[src/hw/rtl/tpdc_pkg.sv]
// Shared types, widths and the control program of the temperature PI drive controller.
// Used by tpdc_seq and temperature_pi_drive_controller; depends on nothing else.
package tpdc_pkg;

    localparam int ADC_BITS     = 12;
    localparam int COMPARE_BITS = 16;

    // Field widths of the item and register layout.
    localparam int TEMP_W   = 16;
    localparam int CODE_W   = 12;
    localparam int COEFF_W  = 17;
    localparam int DRIVE_W  = 19;
    localparam int WORD_W   = 16;
    localparam int ERR_W    = TEMP_W + 1;
    localparam int PROD_W   = COEFF_W + 1 + ERR_W;
    localparam int ACC_W    = PROD_W + 3;
    localparam int GD_W     = WORD_W + DRIVE_W;
    localparam int NUM_W    = GD_W + WORD_W;
    localparam int SUPPLY_W = ADC_BITS + WORD_W;
    localparam int DEN_W    = SUPPLY_W + 8;
    localparam int QUO_W    = WORD_W;
    localparam int CNT_W    = $clog2(QUO_W);
    localparam int DIV_W    = (NUM_W > DEN_W + QUO_W) ? NUM_W : DEN_W + QUO_W;
    localparam int CFG_AW   = 4;
    localparam int CFG_DW   = DRIVE_W;
    localparam int PC_W     = 4;

    localparam logic [31:0] CMP_MAX = 32'((64'd1 << COMPARE_BITS) - 64'd1);

    // Configuration register indexes.
    localparam logic [CFG_AW-1:0] REG_REF_TEMP     = 4'd0;
    localparam logic [CFG_AW-1:0] REG_COEFF_NOW    = 4'd1;
    localparam logic [CFG_AW-1:0] REG_COEFF_PREV   = 4'd2;
    localparam logic [CFG_AW-1:0] REG_DRIVE_LIMIT  = 4'd3;
    localparam logic [CFG_AW-1:0] REG_VOLTAGE_GAIN = 4'd4;
    localparam logic [CFG_AW-1:0] REG_PWM_PERIOD   = 4'd5;
    localparam logic [CFG_AW-1:0] REG_SUPPLY_LSB   = 4'd6;
    localparam logic [CFG_AW-1:0] REG_MIN_COMPARE  = 4'd7;

    typedef enum logic [3:0] {
        OP_NOP,
        OP_WAIT,
        OP_ERR,
        OP_MUL_NOW,
        OP_MUL_PREV,
        OP_SUB,
        OP_CLAMP,
        OP_MUL_GD,
        OP_MUL_P,
        OP_CHECK,
        OP_DIV,
        OP_FLOOR,
        OP_EMIT
    } op_t;

    typedef enum logic [2:0] {
        C_NEXT,
        C_ALWAYS,
        C_IF_ZERO,
        C_IF_OVF,
        C_IF_CNT
    } cond_t;

    typedef struct packed {
        op_t              op;
        cond_t            cond;
        logic [PC_W-1:0]  target;
    } ctrl_t;

    // Datapath status seen by the sequencer.
    typedef struct packed {
        logic in_valid;
        logic out_busy;
        logic supply_zero;
        logic div_ovf;
        logic cnt_nz;
    } status_t;

    localparam logic [PC_W-1:0] PC_WAIT = 4'd0;
    localparam logic [PC_W-1:0] PC_DIV  = 4'd9;
    localparam logic [PC_W-1:0] PC_EMIT = 4'd11;

    // Control program, one word per step.
    function automatic ctrl_t rom_word(input logic [PC_W-1:0] pc);
        ctrl_t w;
        begin
            w = '{op: OP_NOP, cond: C_ALWAYS, target: PC_WAIT};
            case (pc)
                4'd0:  w = '{op: OP_WAIT,     cond: C_NEXT,    target: PC_WAIT};
                4'd1:  w = '{op: OP_ERR,      cond: C_NEXT,    target: PC_WAIT};
                4'd2:  w = '{op: OP_MUL_NOW,  cond: C_NEXT,    target: PC_WAIT};
                4'd3:  w = '{op: OP_MUL_PREV, cond: C_NEXT,    target: PC_WAIT};
                4'd4:  w = '{op: OP_SUB,      cond: C_NEXT,    target: PC_WAIT};
                4'd5:  w = '{op: OP_CLAMP,    cond: C_IF_ZERO, target: PC_EMIT};
                4'd6:  w = '{op: OP_MUL_GD,   cond: C_NEXT,    target: PC_WAIT};
                4'd7:  w = '{op: OP_MUL_P,    cond: C_NEXT,    target: PC_WAIT};
                4'd8:  w = '{op: OP_CHECK,    cond: C_IF_OVF,  target: PC_EMIT};
                4'd9:  w = '{op: OP_DIV,      cond: C_IF_CNT,  target: PC_DIV};
                4'd10: w = '{op: OP_FLOOR,    cond: C_NEXT,    target: PC_WAIT};
                4'd11: w = '{op: OP_EMIT,     cond: C_ALWAYS,  target: PC_WAIT};
                default: w = '{op: OP_NOP,    cond: C_ALWAYS,  target: PC_WAIT};
            endcase
            return w;
        end
    endfunction

endpackage

[src/hw/rtl/tpdc_seq.sv]
// Step counter and control program lookup of the temperature PI drive controller.
// Depends on tpdc_pkg for the control word, status struct and program table.
module tpdc_seq (
    input  logic               aclk,
    input  logic               aresetn,
    input  tpdc_pkg::status_t  status,
    output tpdc_pkg::ctrl_t    ctrl
);

    logic [tpdc_pkg::PC_W-1:0] pc_reg;
    logic [tpdc_pkg::PC_W-1:0] pc_next;
    logic                      hold;
    logic                      take;

    assign ctrl = tpdc_pkg::rom_word(pc_reg);

    // The wait and emit steps hold until their handshake can complete.
    assign hold = ((ctrl.op == tpdc_pkg::OP_WAIT) && !status.in_valid) ||
                  ((ctrl.op == tpdc_pkg::OP_EMIT) && status.out_busy);

    always_comb begin
        case (ctrl.cond)
            tpdc_pkg::C_NEXT:    take = 1'b0;
            tpdc_pkg::C_ALWAYS:  take = 1'b1;
            tpdc_pkg::C_IF_ZERO: take = status.supply_zero;
            tpdc_pkg::C_IF_OVF:  take = status.div_ovf;
            tpdc_pkg::C_IF_CNT:  take = status.cnt_nz;
            default:             take = 1'b1;
        endcase
        if (hold) begin
            pc_next = pc_reg;
        end else if (take) begin
            pc_next = ctrl.target;
        end else begin
            pc_next = pc_reg + 1'b1;
        end
    end

    always_ff @(posedge aclk) begin
        if (!aresetn) begin
            pc_reg <= tpdc_pkg::PC_WAIT;
        end else begin
            pc_reg <= pc_next;
        end
    end

endmodule

[config.mk]
export PLATFORM = sky130hd
export DESIGN_NAME = tpdc_seq
export DESIGN_NICKNAME = d
export VERILOG_FILES = /design/src/hw/rtl/tpdc_pkg.sv /design/src/hw/rtl/tpdc_seq.sv
export SDC_FILE = /design/constraint.sdc
export NUM_CORES = 1
export LEC_CHECK = 0
export ABC_AREA = 1
export BUFFER_PORTS_ARGS = -buffer_cell sky130_fd_sc_hd__buf_2
export CAP_MARGIN = 20
export CORE_MARGIN = 10
export CORE_UTILIZATION = 51
export CTS_CLUSTER_SIZE = 25
export DETAILED_ROUTE_END_ITERATION = 6
export PLACE_DENSITY = 0.84
export REMOVE_ABC_BUFFERS = 1
export SETUP_SLACK_MARGIN = 0.05
export SYNTH_ARGS = -nofsm -noshare
export SYNTH_HDL_FRONTEND = slang
export SYNTH_SLANG_ARGS = --single-unit
[constraint.sdc]
create_clock -name aclk -period 1.8 [get_ports aclk]
set_input_delay 0.36 -clock aclk [delete_from_list [all_inputs] [get_ports aclk]]
set_output_delay 0.36 -clock aclk [all_outputs]
set_load 0.02 [all_outputs]
== Word level (Yosys, flattened, before mapping) ==
Memory sizes are Yosys's and may differ from the RTL's. A register that Yosys moved wholly into a read port is not among the register bits.
Cells that the tools add are included.

* Add/sub/neg operators: 1
* Equality and inequality tests: 5
* Mux-type cells: 4
* Reductions and logical operators: 5

{| class="wikitable"
|+ Operator list
! kind !! count
|-
| 4-bit two-way mux || 3
|-
| 3-bit by 2-bit == test with 1-bit output (second input constant) || 2
|-
| 4-bit by 1-bit adder with 4-bit output (second input constant) || 1
|-
| 4-bit by 1-bit == test with 1-bit output (second input constant) || 1
|-
| 4-bit == test (second input constant) || 1
|-
| 1-bit one-hot mux with 4 select lines || 1
|-
| 3-bit == test (second input constant) || 1
|-
| 3-bit zero test || 1
|-
| 1-bit logical AND || 2
|-
| 1-bit zero test || 1
|-
| 1-bit logical OR || 1
|}

* Flip-flop bits (word level): 4
* Memory bits (read-only): 160
* Input bits: 7
* Output and inout bits: 11
* Word-level logic and storage cells: 17
* Memories kept: 1

{| class="wikitable"
|+ Memories
! name !! words !! bits a word !! read ports !! clocked after Yosys merged registers in !! wr ports !! line !! RTL
|-
| (name not given) || 16 || 10 || 1 || 1 || 0 || tpdc_pkg.sv:88 || <nowiki>case (pc)</nowiki>
|}

== Logic depth before layout (Yosys ltp) ==
Gate-level depths: netlist of the first run.

* Word-level depth: 5
* Gate-level depth with buffers: 16

== Worst setup path after synthesis of the first run ==
No wires, ideal clock.

* Path type: register -> register
* From: reg, netlist name ctrl[5]
* To: reg, netlist name ctrl[9]
* Setup time: 0.113 ns
* Data arrival time: 1.678 ns
* Required time: 1.687 ns
* Path slack: 0.010 ns
* Stages on the path, launching flop included: 15
* Buffers on the path: 0
* Path through: dfxtp_1 > nand2_2 > a21oi_4 > nand2_2 > nand2_2 > o21ai_1 > nand2_1 > nand3_2 > inv_1 > ha_1 > inv_1 > nand4_1 > nand2_1 > nand2_1 > nand2_1

* Longest elaborated chain between the ends: 5
* Elaborated cells between the ends (all ways): 8
* Those cells by class: 3 x eq/ne; 4 x mux; 1 x reduce/logical

{| class="wikitable"
|+ RTL lines
! item !! line !! RTL
|-
| 3-bit == test (tied with other cells) || tpdc_seq.sv:22 || <nowiki>case (ctrl.cond)</nowiki>
|-
| 1-bit one-hot mux with 4 select lines * || tpdc_seq.sv:22 ||
|-
| 4-bit two-way mux * || tpdc_seq.sv:32 || <nowiki>end else if (take) begin</nowiki>
|-
| 4-bit two-way mux (no line) * (2 in a row) || - ||
|}

Every way passes the cells marked *; elsewhere a longest branch is shown, timed or not.
A chain may end at the register's enable or synchronous reset.

== Worst setup path in the final report of the first run ==
* From: reg, netlist name ctrl[9]
* To: reg, netlist name ctrl[9]

* Longest elaborated chain between the ends: 5
* Elaborated cells between the ends (all ways): 7
* Those cells by class: 2 x eq/ne; 2 x mux; 3 x reduce/logical

{| class="wikitable"
|+ RTL lines
! item !! line !! RTL
|-
| 4-bit by 1-bit == test with 1-bit output or 4-bit == test (tied branches) || tpdc_seq.sv:18, tpdc_seq.sv:19 ||
|-
| 1-bit logical AND (on tied branches) || tpdc_seq.sv:18, tpdc_seq.sv:19 ||
|-
| 1-bit logical OR * || tpdc_seq.sv:18 || <nowiki>assign hold = ((ctrl.op == tpdc_pkg::OP_WAIT) && !status.in_valid) ||</nowiki>
|-
| 4-bit two-way mux (no line) * (2 in a row) || - ||
|}

Marks and branches as above.

==> results of run 1 <==
-- cell usage after synthesis --
library cell | count | area (sq um)
o21ai_1 | 1 | 5.00
o21ai_0 | 1 | 5.00
o21ai_2 | 1 | 8.76
nand2_4 | 1 | 11.3
inv_1 | 22 | 82.6
nand2_1 | 24 | 90.1
nor2_1 | 3 | 11.3
a21oi_1 | 3 | 15.0
conb_1 | 1 | 3.75
nor2_2 | 1 | 6.26
nand4_1 | 3 | 18.8
nand3_4 | 2 | 35.0
nand2_2 | 11 | 68.8
nand3_1 | 6 | 30.0
dfxtp_1 | 12 | 240
a21oi_4 | 1 | 16.3
ha_1 | 5 | 62.6
nand3_2 | 2 | 20.0
inv_2 | 1 | 3.75
a21boi_4 | 1 | 18.8
buf_4 | 3 | 22.5
o21bai_1 | 1 | 7.51
-- how the worst max path moves through the flow --
stage | end | slack (ps) | cells after the start
after global placement | ctrl[4]$_SDFF_PN0_ | 80 | 12
after floorplan | ctrl[9]$_DFF_P_ | -120 | 14
final | ctrl[9]$_DFF_P_ | 160 | 13
after detailed placement | ctrl[9]$_DFF_P_ | 30 | 16
after global routing | ctrl[4]$_SDFF_PN0_ | -2 | 13
after CTS | ctrl[9]$_DFF_P_ | 80 | 16
-- area by class of cell --
class                           count  area [sq um]  share of cell area, %
Multi-Input combinational cell     68           454                   46.2
Inverter                           23          86.3                   8.79
Tap cell                           16          20.0                   2.04
Timing Repair Buffer               24           140                   14.3
Sequential cell                    12           245                   25.0
Clock buffer                        4          36.3                   3.69
-- cells by family after synthesis --
logic type	share of synthesized area, %
buffers and inverters	13.9
flip-flops	30.7
AND/OR/NAND/NOR	37.2
other	0.479
AO/OA/AOI/OAI	9.74
adder cells (fa/ha/maj)	7.99
-- worst min-delay path, delay by kind of cell --
family        cells  cell delay [ps]
simple gates      2              170
buf+inv           1              170
-- per-layer routing --
layer	part of all wire, %	wire [um]
met1	36	655
met2	56	1030
met3	6.0	111
met4	2.4	45
met5	0	0
-- cell usage in the layout (no fill, tap or decap), types with 2 or more instances in the layout --
| cell type | instances |
|---|---|
| dfxtp_1 | 10 |
| nor2_1 | 3 |
| inv_2 | 2 |
| ha_1 | 3 |
| nand3_1 | 6 |
| inv_1 | 21 |
| nand2_1 | 24 |
| buf_4 | 8 |
| clkbuf_4 | 3 |
| nand3_4 | 2 |
| nand2_4 | 2 |
| a21oi_1 | 3 |
| buf_2 | 16 |
| nand2_2 | 10 |
| nand4_1 | 3 |
| nand3_2 | 2 |
-- timing repair --
item,4_1_cts,5_1_grt
setup endpoints to repair,0,6
setup buffers,0,1
gates resized for setup,0,8
-- through the flow --
step,std cells,hold WS (ps),utilization [%]
floorplan,103,519,-
global placement,142,589,62.1
detailed placement,142,599,62.1
CTS,146,455,64.5
global route,147,470,66.8
finish,147,457,66.8
-- power by group --
part / total, W / switching (W) / internal (W)
logic: 0.00118 / 0.000734 / 0.000444
registers: 0.000460 / 0.0000838 / 0.000376
clock network: 0.000216 / 0.0000923 / 0.000123
==> metrics, run 1 <==
crit-path max FO=5; Buf/Inv on CP=4; Rows=14; grt peak-use layer=met2; Final Hold Vio Count=0; P&R area growth vs syn=25.4%; htree depth=1; critical path's slowest cell=dfxtp_1; met1 usage=9.33%; Max Cap Viol=0; first-pass GRT wire length=2.73 mm; Setup-failing EPs final=0; post-synthesis sequential area ratio=30.7%; Tot Pwr=0.00185 W; die height=59.2 um; crit start category=flip-flop; Setup TNS Final=0 ps; DP Area=913 sq um; critical path's top delay family=simple AND/OR/NAND/NOR gates; Antenna Nets Post-Route=0; GPL Wtd Cong=0.900; Required @ worst endpoint=1980 ps; Tmin final=1640 ps; met3 Track Usage GR=2.58%; clk sinks=12; r2r setup slk=160 ps; Skew-Pair Late Insertion Delay=280 ps; Vias=745; Final nets=144; VDD IR max=0.899 mV; Achievable Freq=609 MHz; status=finished clean; IO buf count=16; Pre-antenna DRT Iters=4; initial antenna violation count=0; die width=59.2 um; Hold Crit Start=aresetn; Root Buffer=clkbuf_4; clock skew=3.05 ps; synth warn=0; crit end category=flip-flop; Inserted Diodes=0; core area=1470 sq um; RR Startpoint=ctrl[9]$_DFF_P_; Yosys cell types=22; via/cell ratio=5.07; Hold Path Sink=ctrl[9]$_DFF_P_; worst hold-check path type=in2reg; GRT Resource Usage Total=10.2%; largest net degree at the start of global routing=8; Final Max Slew Viols=0; grt ovf=0; layout cell share with drive strength beyond 1=41.2%; # DRC=0; # hold bufs at CTS=0; CTS clk-pin slew, worst paths=70 ps; Final Worst Setup Slack=158 ps; RSZ-0062 raised after global routing=true; CP peak stage delay=330 ps; met2 usage=17.8%; worst-case clock buffer depth=2; Critical Path AT=1820 ps; Final Cycle Share=91.2%; reg-to-reg endpoint=ctrl[9]$_DFF_P_; Worst Setup SP=ctrl[9]$_DFF_P_; routed len/inst=12.5 um; CP Class=reg2reg; FF+latch count, synth=12; Die Area=3500 sq um; CTS tree=done; most used cell, CP=nand2_1; Routed WL=1.84 mm; DR iter-0 viols=38; post-place setup slack=29.6 ps; power per cell area=1890 nW/um^2; static leakage=0.574 nW; Finished Cell Area=982 sq um; CP cell instances=inv_1 > a21oi_1 > nand2_2 > buf_4 > nand2_1 > nand2_2 > inv_1 > ha_4 > inv_1 > nand4_1 > nand2_1 > nand2_1 > nand2_1; Initial Utilization=53.2%; vias in the first global route=678; Synth Cell Area=783 sq um; Top Ports=18; number of fill cells=123; R2R depth=13; max FFs per register=8; CTS buffer count=3; Post-DP HPWL=1.44 mm; Post-Synthesis Cells=106; Hold Path Cell Cnt=3; synthesized area per cell=7.39 sq um
No activity file was read; power rests on OpenSTA's default activity.
==> run 2, diff against run 1 <==
- ABC_AREA: 1 -> unset
- CTS_CLUSTER_DIAMETER: unset -> 60
- PLACE_DENSITY: 0.84 -> 0.85
==> metrics, run 2 <==
Sequential Power Share=22.5%; # hold bufs at CTS=0; Rows=13; most common cell after layout, fill and taps aside=buf_4; Post-Synthesis Cells=72; # DRC=0; number of synthesized flops with an enable pin=0; layout cell share with drive strength beyond 1=70.0%; grt ovf=0; synth top area cells=dfxtp_1, ha_1, a221oi_4, a21oi_1, buf_4; synth warn=0; Final Worst Setup Slack=-489 ps; DR iter-0 viols=31; Routed WL=3.70 mm; FFs w/ async S/R, synth=0%; GRT Resource Usage Total=18.2%; R2R depth=8; Hold Slack=490 ps; first-pass GRT wire length=4.77 mm; Yosys cell types=36; Post-DP HPWL=1.62 mm; routed len/inst=27.4 um; Top Ports=18; VDD IR max=1.00 mV; reg-to-reg endpoint=ctrl[9]$_DFF_P_; Cells after DPL=124; largest net degree at the start of global routing=8; vias in the first global route=917; Inserted Diodes=0; Final nets=133; Antenna Nets Post-Route=0; via/cell ratio=6.67; most used cell, CP=nor2_2; status=finished, violations left; Yosys top cell area share=32.2%; die width=58.2 um; ys flop type=dfxtp_1; r2r setup slk=-490 ps; P&R area growth vs syn=68.0%; Critical Path AT=2480 ps; RR Startpoint=ctrl[4]$_SDFF_PN0_; Final Hold Vio Count=0; Buf/Inv on CP=0; Vias=901; Final Cycle Share=127%; Initial Utilization=55.9%; CTS tree=done; synthesized area per cell=10.4 sq um; Psw=0.000833 W; Max Cap Viol=0; most frequent cell after synthesis=dfxtp_1; Tmin final=2290 ps; GPL Wtd Cong=0.839; critical path depth=8; Hold Path Sink=pc_reg[0]$_SDFFE_PN0N_; clock skew=10.6 ps; crit end category=flip-flop; initial antenna violation count=0; Achievable Freq=437 MHz; logic gate share of total power=65.5%; static leakage=0.539 nW; worst-margin pin slew=539 ps; Required @ worst endpoint=2000 ps; Int Power=0.00107 W; Final Max Slew Viols=0; Final Non-Filler Cells=135; worst hold-check path type=in2reg; core area=1330 sq um; worst-case clock buffer depth=2; Hold Path Cell Cnt=3; CP Class=reg2reg; Post-synth top cells=dfxtp_1, a21oi_1, ha_1, inv_1, nor2_1; Root Buffer=clkbuf_4; Skew-Pair Late Insertion Delay=290 ps; FF+latch count, synth=12; IO buf count=16; Tot Pwr=0.00190 W; most frequent cells in the layout=buf_4, buf_2, dfxtp_1, buf_6, ha_4; die height=58.2 um; Synth Cell Area=746 sq um; crit start category=flip-flop; Hold Crit Start=aresetn; RSZ-0062 raised after global routing=true; CP peak stage delay=500 ps; critical path's slowest cell=a211oi_1; htree depth=1; Setup TNS Final=-3420 ps; CTS buffer count=3; Die Area=3390 sq um; clk sinks=12; Pre-antenna DRT Iters=4; CTS clk-pin slew, worst paths=90 ps; Setup-failing EPs final=10; cell type with the largest total area after synthesis=dfxtp_1; post-synthesis sequential area ratio=32.2%; CP cell instances=a211oi_1 > or3_4 > nor2_2 > nor2_2 > o211a_4 > ha_4 > or3b_1 > o2111a_1; slew margin rel.=63.8%; failing checks=setup timing; critical path's top delay family=compound AO/OA/AOI/OAI gates; Clock Power Share=12.0%; switching portion of total power=43.7%; crit-path max FO=5; max FFs per register=8; power per cell area=1520 nW/um^2
-- run 2: cell count changes in the layout (fill, tap and decap cells not counted), moves of 3 or more --
cell,change
nand2_1,-22
inv_1,-19
buf_4,+15
nand2_2,-9
buf_6,+8
nand3_1,-6
ha_4,+3
nand4_1,-3
nor3_2,+3
-- run 2: layout make-up --
cell class | count | area (sq um)
Fill cell | 41 | 81.3
Multi-Input combinational cell | 52 | 592
Timing Repair Buffer | 47 | 343
Tap cell | 15 | 18.8
Inverter | 5 | 21.3
Clock buffer | 4 | 36.3
Sequential cell | 12 | 241
-- run 2: repair_timing --
item | 4_1_cts | 5_1_grt
endpoints found under the setup margin | 9 | 10
setup buffers | 5 | 4
pin swaps | 16 | 4
cloned | 0 | 0
resized for setup | 30 | 7
-- run 2: worst min-delay path, stage by stage --
cell and delay (ps):
buf_2 110, buf_4 160, o211a_1 120
-- run 2: kinds of logic after synthesis --
family,share of synthesized area [%]
flops,32.2
fa+ha+maj,8.39
simple gates,21.1
other cells,0.503
buf+inv,5.54
compound gates,32.2
-- run 2: power groups by stage --
stage | Combinational [W] | Sequential (W) | Clock [W]
6_report | 0.00125 | 0.000428 | 0.000228
5_1_grt | 0.00128 | 0.000428 | 0.000229
4_1_cts | 0.00106 | 0.000400 | 0.000209
3_5_place_dp | 0.000795 | 0.000399 | 0
3_3_place_gp | 0.000764 | 0.000393 | 0
2_1_floorplan | 0.000366 | 0.000461 | 0
-- run 2: through the flow --
step	setup slack (ps)	utilization, %	area [sq um]
2_1_floorplan	-705	-	723
3_3_place_gp	-555	75.1	1000
3_5_place_dp	-686	75.1	1000
4_1_cts	-380	91.0	1210
5_1_grt	-562	93.9	1250
6_report	-489	93.9	1250
-- run 2: worst max path at each step --
stage	slack, ps	endpoint	start
floorplan	-700	ctrl[9]$_DFF_P_	ctrl[5]$_DFF_P_
global placement	-550	ctrl[9]$_DFF_P_	status[4]
detailed placement	-690	ctrl[9]$_DFF_P_	status[4]
CTS	-380	ctrl[9]$_DFF_P_	ctrl[10]$_DFF_P_
global route	-560	ctrl[9]$_DFF_P_	ctrl[4]$_SDFF_PN0_
finish	-490	ctrl[9]$_DFF_P_	ctrl[4]$_SDFF_PN0_
-- run 2: metal layers --
| layer | track usage [%] | share of wire [%] | vias up |
|---|---|---|---|
| li1 | - | - | 367 |
| met1 | 17.7 | 33 | 412 |
| met2 | 33.3 | 48 | 88 |
| met3 | 3.49 | 9.7 | 34 |
| met4 | 12.8 | 9.7 | 0 |
| met5 | 0 | 0 | - |
==> run 3, diff against run 2 <==
- CORE_UTILIZATION: 51 -> 54
- PLACE_DENSITY: 0.85 -> unset
- PLACE_DENSITY_LB_ADDON: unset -> 0.3
- clock period: 1.8 -> 2.9 ns (I/O delays scaled with it)
==> metrics, run 3 (synthesis gave the netlist of run 2 again) <==
Final Cycle Share=88.6%; Multi-input gate area=464 sq um; status=finished clean; CTS buffer count=3; post_cts resized=0; Clock Power Share=14.1%; die height=57.2 um; # DRC=0; htree depth=1; Inserted Diodes=0; DR iter-0 viols=11; # hold bufs at CTS=0; crit start category=input pin; clock skew=7.74 ps; number of fill cells=108; Achievable Freq=389 MHz; CP peak stage delay=540 ps; Pre-antenna DRT Iters=4; Rows=13; Critical Path AT=2730 ps; CP cell instances=buf_2 > or4b_4 > a21oi_2 > nand2_1 > a21oi_1 > ha_1 > or3b_1 > o2111a_1; worst hold-check path type=reg2reg; critical path's slowest cell=or4b_4; RSZ-0062 raised after global routing=false; vias in the first global route=570; via/cell ratio=5.83; Vias=600; logic gate share of total power=49.9%; Final Hold Vio Count=0; r2r setup slk=430 ps; most common cell after layout, fill and taps aside=buf_2; static leakage=0.364 nW; Hold Path Cell Cnt=2; CTS tree=done; fin util=64.9%; Routed WL=1.55 mm; IO buf count=16; Root Buffer=clkbuf_4; Psw=0.000293 W; GRT Resource Usage Total=9.85%; Int Power=0.000402 W; Tot Pwr=0.000695 W; Max Cap Viol=0; switching portion of total power=42.2%; Tmin final=2570 ps; largest net degree at the start of global routing=8; crit-path max FO=5; most frequent cells in the layout=buf_2, dfxtp_1, inv_1, a21oi_1, ha_1; Die Area=3270 sq um; core area=1300 sq um; Required @ worst endpoint=3060 ps; Post-DP HPWL=1.28 mm; layout cell share with drive strength beyond 1=37.5%; routed len/inst=15.1 um; Setup TNS Final=0 ps; Setup-failing EPs final=0; Final nets=102; Skew-Pair Late Insertion Delay=270 ps; power per cell area=823 nW/um^2; Reg area=240 sq um; die width=57.2 um; worst-case clock buffer depth=2; R2R depth=7; CP Class=in2reg; grt ovf=0; Sequential Power Share=36.0%; max FFs per register=8; P&R area growth vs syn=13.3%; Final Max Slew Viols=0; Top Ports=18; setup bufs post-CTS=0; crit end category=flip-flop; clk sinks=12; GPL Wtd Cong=0.781; CTS clk-pin slew, worst paths=70 ps; Initial Utilization=57.3%; Antenna Nets Post-Route=0; first-pass GRT wire length=2.58 mm; VDD IR max=0.439 mV; initial antenna violation count=0
## run 3: power by group through the flow
stage	logic (W)	clock network, W	registers, W
floorplan	0.000227	0	0.000286
global placement	0.000340	0	0.000252
detailed placement	0.000350	0	0.000254
CTS	0.000351	0.000101	0.000249
global route	0.000381	0.000106	0.000256
finish	0.000347	0.0000983	0.000250
## run 3: per-layer routing
layer / GRT usage [%] / up-vias / share of wire [%]
li1: - / 299 / -
met1: 10.3 / 280 / 41
met2: 16.6 / 17 / 51
met3: 2.65 / 4 / 5.1
met4: 7.05 / 0 / 2.8
met5: 0 / - / 0
## run 3: per-stage QoR
| stage | std cells | cell area, sq um | setup slack [ps] | hold WS, ps |
|---|---|---|---|---|
| 2_1_floorplan | 69 | 723 | 331 | 467 |
| 3_3_place_gp | 100 | 822 | 130 | 494 |
| 3_5_place_dp | 100 | 822 | 58.9 | 493 |
| 4_1_cts | 103 | 845 | 336 | 503 |
| 5_1_grt | 103 | 845 | 186 | 565 |
| 6_report | 103 | 845 | 330 | 510 |
## run 3: path summary, 6_finish.rpt
check | startpoint | end
setup / recovery | status[4] | ctrl[9]$_DFF_P_
hold / removal | pc_reg[1]$_SDFFE_PN0N_ | pc_reg[1]$_SDFFE_PN0N_
setup reg to reg | ctrl[10]$_DFF_P_ | ctrl[9]$_DFF_P_
hold reg to reg | pc_reg[1]$_SDFFE_PN0N_ | pc_reg[1]$_SDFFE_PN0N_
## run 3: worst max-delay path: cells and delay by family
kind / cells / cell delay, ps
simple gates: 3 / 1000
compound gates: 3 / 750
fa+ha+maj: 1 / 300
buf+inv: 1 / 100
## run 3: cell type report
cell class	instances	area share (%)
clock buffers	3	2.67
inverters	5	2.22
repair buffers	16	9.48
well taps	15	2.22
flip-flops and latches	12	28.4
multi-input cells	52	55.0
